--- src/rtl/core/assert_macros.svh ---
// ----------------------------------------------------------------------------
// Assertion macros
// Shared concurrent assertion helpers for the RTL in this folder.
// ----------------------------------------------------------------------------
`ifndef ASSERT_MACROS_SVH
`define ASSERT_MACROS_SVH

// Assertion on an explicit clock and active-low reset.
`define ASSERT_CR(lbl, clk, rstn, prop, msg) \
  lbl: assert property (@(posedge clk) disable iff (!rstn) (prop)) else $error(msg);

// Assertion on the usual clk_i and rst_ni of the enclosing module.
`define ASSERT_STD(lbl, prop, msg) `ASSERT_CR(lbl, clk_i, rst_ni, prop, msg)

`endif

--- src/rtl/core/mtflru_pkg.sv ---
// ----------------------------------------------------------------------------
// mtflru_pkg
// Types and constants shared by the move-to-front LRU cache.
// ----------------------------------------------------------------------------
package mtflru_pkg;

  // Default number of cache entries.
  localparam int CAPACITY_DEF = 64;

  localparam int KEY_W    = 32;
  localparam int HANDLE_W = 32;

  typedef enum logic {
    KIND_LOOKUP  = 1'b0,
    KIND_INSTALL = 1'b1
  } kind_e;

  // Request item.
  typedef struct packed {
    kind_e               kind;
    logic [KEY_W-1:0]    key;
    logic [HANDLE_W-1:0] handle;
  } req_t;

  // Result item.
  typedef struct packed {
    logic                hit;
    logic [HANDLE_W-1:0] found_handle;
    logic                evicted;
    logic [HANDLE_W-1:0] evicted_handle;
  } rsp_t;

  // One stored cache entry.
  typedef struct packed {
    logic [KEY_W-1:0]    key;
    logic [HANDLE_W-1:0] handle;
  } entry_t;

  localparam int ENTRY_W = $bits(entry_t);

endpackage

--- src/rtl/core/mtflru_ram.sv ---
// ----------------------------------------------------------------------------
// mtflru_ram
// Generic simple dual-port RAM: one write port, one read port, registered read.
// ----------------------------------------------------------------------------
module mtflru_ram #(
  parameter int Width = mtflru_pkg::ENTRY_W,
  parameter int Depth = mtflru_pkg::CAPACITY_DEF,
  localparam int AddrW = (Depth > 1) ? $clog2(Depth) : 1
) (
  input  logic             clk_i,
  input  logic             we_i,
  input  logic [AddrW-1:0] waddr_i,
  input  logic [Width-1:0] wdata_i,
  input  logic             re_i,
  input  logic [AddrW-1:0] raddr_i,
  output logic [Width-1:0] rdata_o
);

  logic [Width-1:0] mem_q [Depth];
  logic [Width-1:0] rdata_q;

  always_ff @(posedge clk_i) begin
    if (we_i) begin
      mem_q[waddr_i] <= wdata_i;
    end
    if (re_i) begin
      rdata_q <= mem_q[raddr_i];
    end
  end

  assign rdata_o = rdata_q;

endmodule

--- config.mk ---
export PLATFORM = sky130hd
export DESIGN_NAME = mtflru_ram
export DESIGN_NICKNAME = d
export VERILOG_FILES = /design/src/rtl/core/assert_macros.svh /design/src/rtl/core/mtflru_pkg.sv /design/src/rtl/core/mtflru_ram.sv
export SDC_FILE = /design/constraint.sdc
export NUM_CORES = 2
export LEC_CHECK = 0
export BUFFER_PORTS_ARGS = -buffer_cell sky130_fd_sc_hd__buf_2
export CORE_ASPECT_RATIO = 0.75
export CORE_MARGIN = 2
export CORE_UTILIZATION = 63
export CTS_CLUSTER_SIZE = 20
export DETAILED_ROUTE_END_ITERATION = 10
export HOLD_SLACK_MARGIN = 0.05
export MAX_ROUTING_LAYER = met4
export PLACE_DENSITY = 0.82
export SYNTH_ARGS = -nofsm -noshare
export SYNTH_HDL_FRONTEND = slang
export SYNTH_SLANG_ARGS = --single-unit
--- constraint.sdc ---
create_clock -name clk_i -period 7.05 [get_ports clk_i]
set_input_delay 0.3525 -clock clk_i [delete_from_list [all_inputs] [get_ports clk_i]]
set_output_delay 0.3525 -clock clk_i [all_outputs]
set_load 0.05 [all_outputs]
==> impl_metrics.toml <==
[clocking]
clk_latency_ps = 920
clockBufferDepth = 4
cts_tree = "yes"
cts_resized = 0
htreeDepth = 5
cts_root_buffer = "clkbuf_16"
clkTransAtPathRegs_ps = 70
numCtsBuffers = 372
clkSinkCount = 4160

[drt]
routed_wl_um = 486000
dr.pass1.iters = 9
vias = 82709
route.detailed.drc = 0
ant_nets = 0
drt_iter0_drc = 17194
drt-vias-per-instance = 7.85
wl_per_cell_um = 46.1

[layout]
fill_cells = 12785
drive_gt1_share_pct = 27.3
syn_to_final_growth_pct = 11.0
final-seq-area_um2 = 125000
stdcell_count = 10538
nNetsFinal = 7009
multi_input_area_um2 = 30800

[global_routing]
grt_pass1_vias = 83536
grt_max_degree = 123
grt_usage_pct = 40.0
busiest_layer = "met2"
antenna_found_initial = 39
gr-usage-met2_pct = 58.5
grt_overflow = 0
grt_pass1_wl_um = 670000
grtUsageMet1_pct = 50.5
grt_use_met3_pct = 11.9

[place]
numPortBuffers = 142
gp_congestion = 0.837
placed_cells = 9835
dpl.hpwl_um = 224000

[synth]
yosysMostFrequentCell = "edfxtp_1"
syn-num-nets = 6677
synth_seq_cells = 4160
syn_area_um2 = 157000
synth_top_family_by_area = "multiplexers"
synth_fa_ha_area_share_pct = 0
synth_top_area_cell = "edfxtp_1"
ys_warn_count = 0
synth-compound-area-share_pct = 2.47
synthCells = 6598
synthFlopType = "edfxtp_1"
synthSimpleGateAreaFrac_pct = 1.23
ys_seq_area_share_pct = 79.6
yosys.area.top_type_share_pct = 79.6
syn_avg_cell_area_um2 = 23.8
ys_top_cells_by_area = "edfxtp_1, mux4_2, mux2i_1"
muxShareOfSynthArea_pct = 15.6
ys_async_sr_fraction_pct = 0
ys_types = 32
synth_xor_area_share_pct = 0
synth_enable_flop_cells = 4160
synth_common_cells = "edfxtp_1, mux4_2, buf_2, a22oi_1, clkbuf_1"

[pwr]
powerDensity_nw_per_um2 = 290
p_leak_uw = 0.0540
peakVddDrop_mv = 0.272

[sta]
rsz0062_at_grt = "false"
timing_hold_violations_final = 0
tns_ps = 0
min_period_ps = 3350
fmax_mhz = 298
relSlewSlack_pct = 10.0
finalClockSkew_ps = 42.9
worst_slew_pin_slew_ps = 1350
setup_viol = 0
finalCritPeriodShare_pct = 47.6
drv_slew = 0

[floorplan]
ios = 143
die_height_um = 436
fp.dieArea_um2 = 253000
start_util_pct = 63.4
die_x_um = 580
coreArea_um2 = 248000
rows = 158

[critical_path]
slowest_delay_ps = 570
cp-end-kind = "flop"
slowest_stage = "buf_12"
cp.required_ps = 7650
worstPathArrival_ps = 3960
cpMostUsedCell = "buf_12"
cp_max_fo = 88
start_kind = "primary input"
crit_type = "in2reg"
crit_chain = "buf_12 > buf_12 > buf_4 > mux4_2 > mux2i_1 > o22ai_1 > a31oi_1 > a211oi_1"

[hold_path]
hp-class = "in2reg"

[run]
maxCapViolations = 0

[run_status]
status = "finished clean"
==> placed cells by master (no fill, tap or decap), drive strengths merged, types with 64 or more instances in the layout <==
cell type | netlist | final
mux2i | 135 | 135
a22o | 88 | 88
o22ai | 83 | 83
nor2 | 112 | 112
edfxtp | 4160 | 4160
and3 | 64 | 64
mux4 | 1024 | 1024
clkinv | 0 | 161
clkbuf | 140 | 451
a22oi | 168 | 168
buf | 230 | 327
==> final timing paths <==
path | from | end | slack [ps] | depth (start not counted)
worst max-delay path | raddr_i[0] | rdata_o[47] | 3700 | 8
worst min-delay path | wdata_i[16] | mem_q[33][16] | 170 | 1
worst max register to register | mem_q[59][9] | rdata_o[9] | 4590 | 5
worst min register to register | mem_q[55][0] | rdata_o[0] | 930 | 4
==> flip-flops by register name, summed over array words and instances, names as in the netlist <==
register	count
rdata_o	64
mem_q	4096
==> metal layers <==
| metal | wire length (µm) | vias up |
|---|---|---|
| met4 | 35800 | 0 |
| met3 | 80500 | 2137 |
| met5 | 0 | - |
| met2 | 224000 | 9531 |
| li1 | - | 29148 |
| met1 | 146000 | 41893 |
==> critical path: cells and delay by family <==
kind	cells	cell delay (ps)
buf+inv	3	1670
mux	2	770
compound gates	3	760
==> where the power goes <==
group | switching, µW | total (µW) | internal [µW]
registers | 126 | 27600 | 27400
logic | 1730 | 2560 | 835
clock network | 9370 | 20400 | 11000
total | 11200 | 50500 | 39300
==> kinds of logic after synthesis <==
family / count (synthesis)
AO/OA/AOI/OAI: 504
AND/OR/NAND/NOR: 386
flip-flops: 4160
buffers and inverters: 389
multiplexers: 1159
==> what timing repair did <==
item                       4_1_cts  5_1_grt
hold endpoints to repair        20        0
setup endpoints to repair        0        0
hold buffers                     1        0
setup buffers                    0        0
==> area by class of cell <==
cell class | count | share of cell area, %
multi-input cells | 2049 | 17.7
diodes | 33 | 0.0474
clock buffers | 451 | 5.61
well taps | 3280 | 2.36
repair buffers | 328 | 1.44
clock inverters | 218 | 1.12
flip-flops and latches | 4160 | 71.7
inverters | 19 | 0.0409
==> stage by stage <==
| stage | area [µm²] | power, µW | worst slack (ps) | hold WS (ps) | util, % |
|---|---|---|---|---|---|
| after global routing | 174000 | 51200 | 3580 | 186 | 70.4 |
| after CTS | 174000 | 50400 | 3870 | 126 | 70.3 |
| after floorplan | 157000 | 29400 | 1260 | 451 | - |
| final | 174000 | 50500 | 3700 | 170 | 70.4 |
| after global placement | 162000 | 30400 | 3090 | 898 | 65.6 |
| after detailed placement | 162000 | 30500 | 3030 | 904 | 65.6 |
No activity file was read; power rests on OpenSTA's default activity.
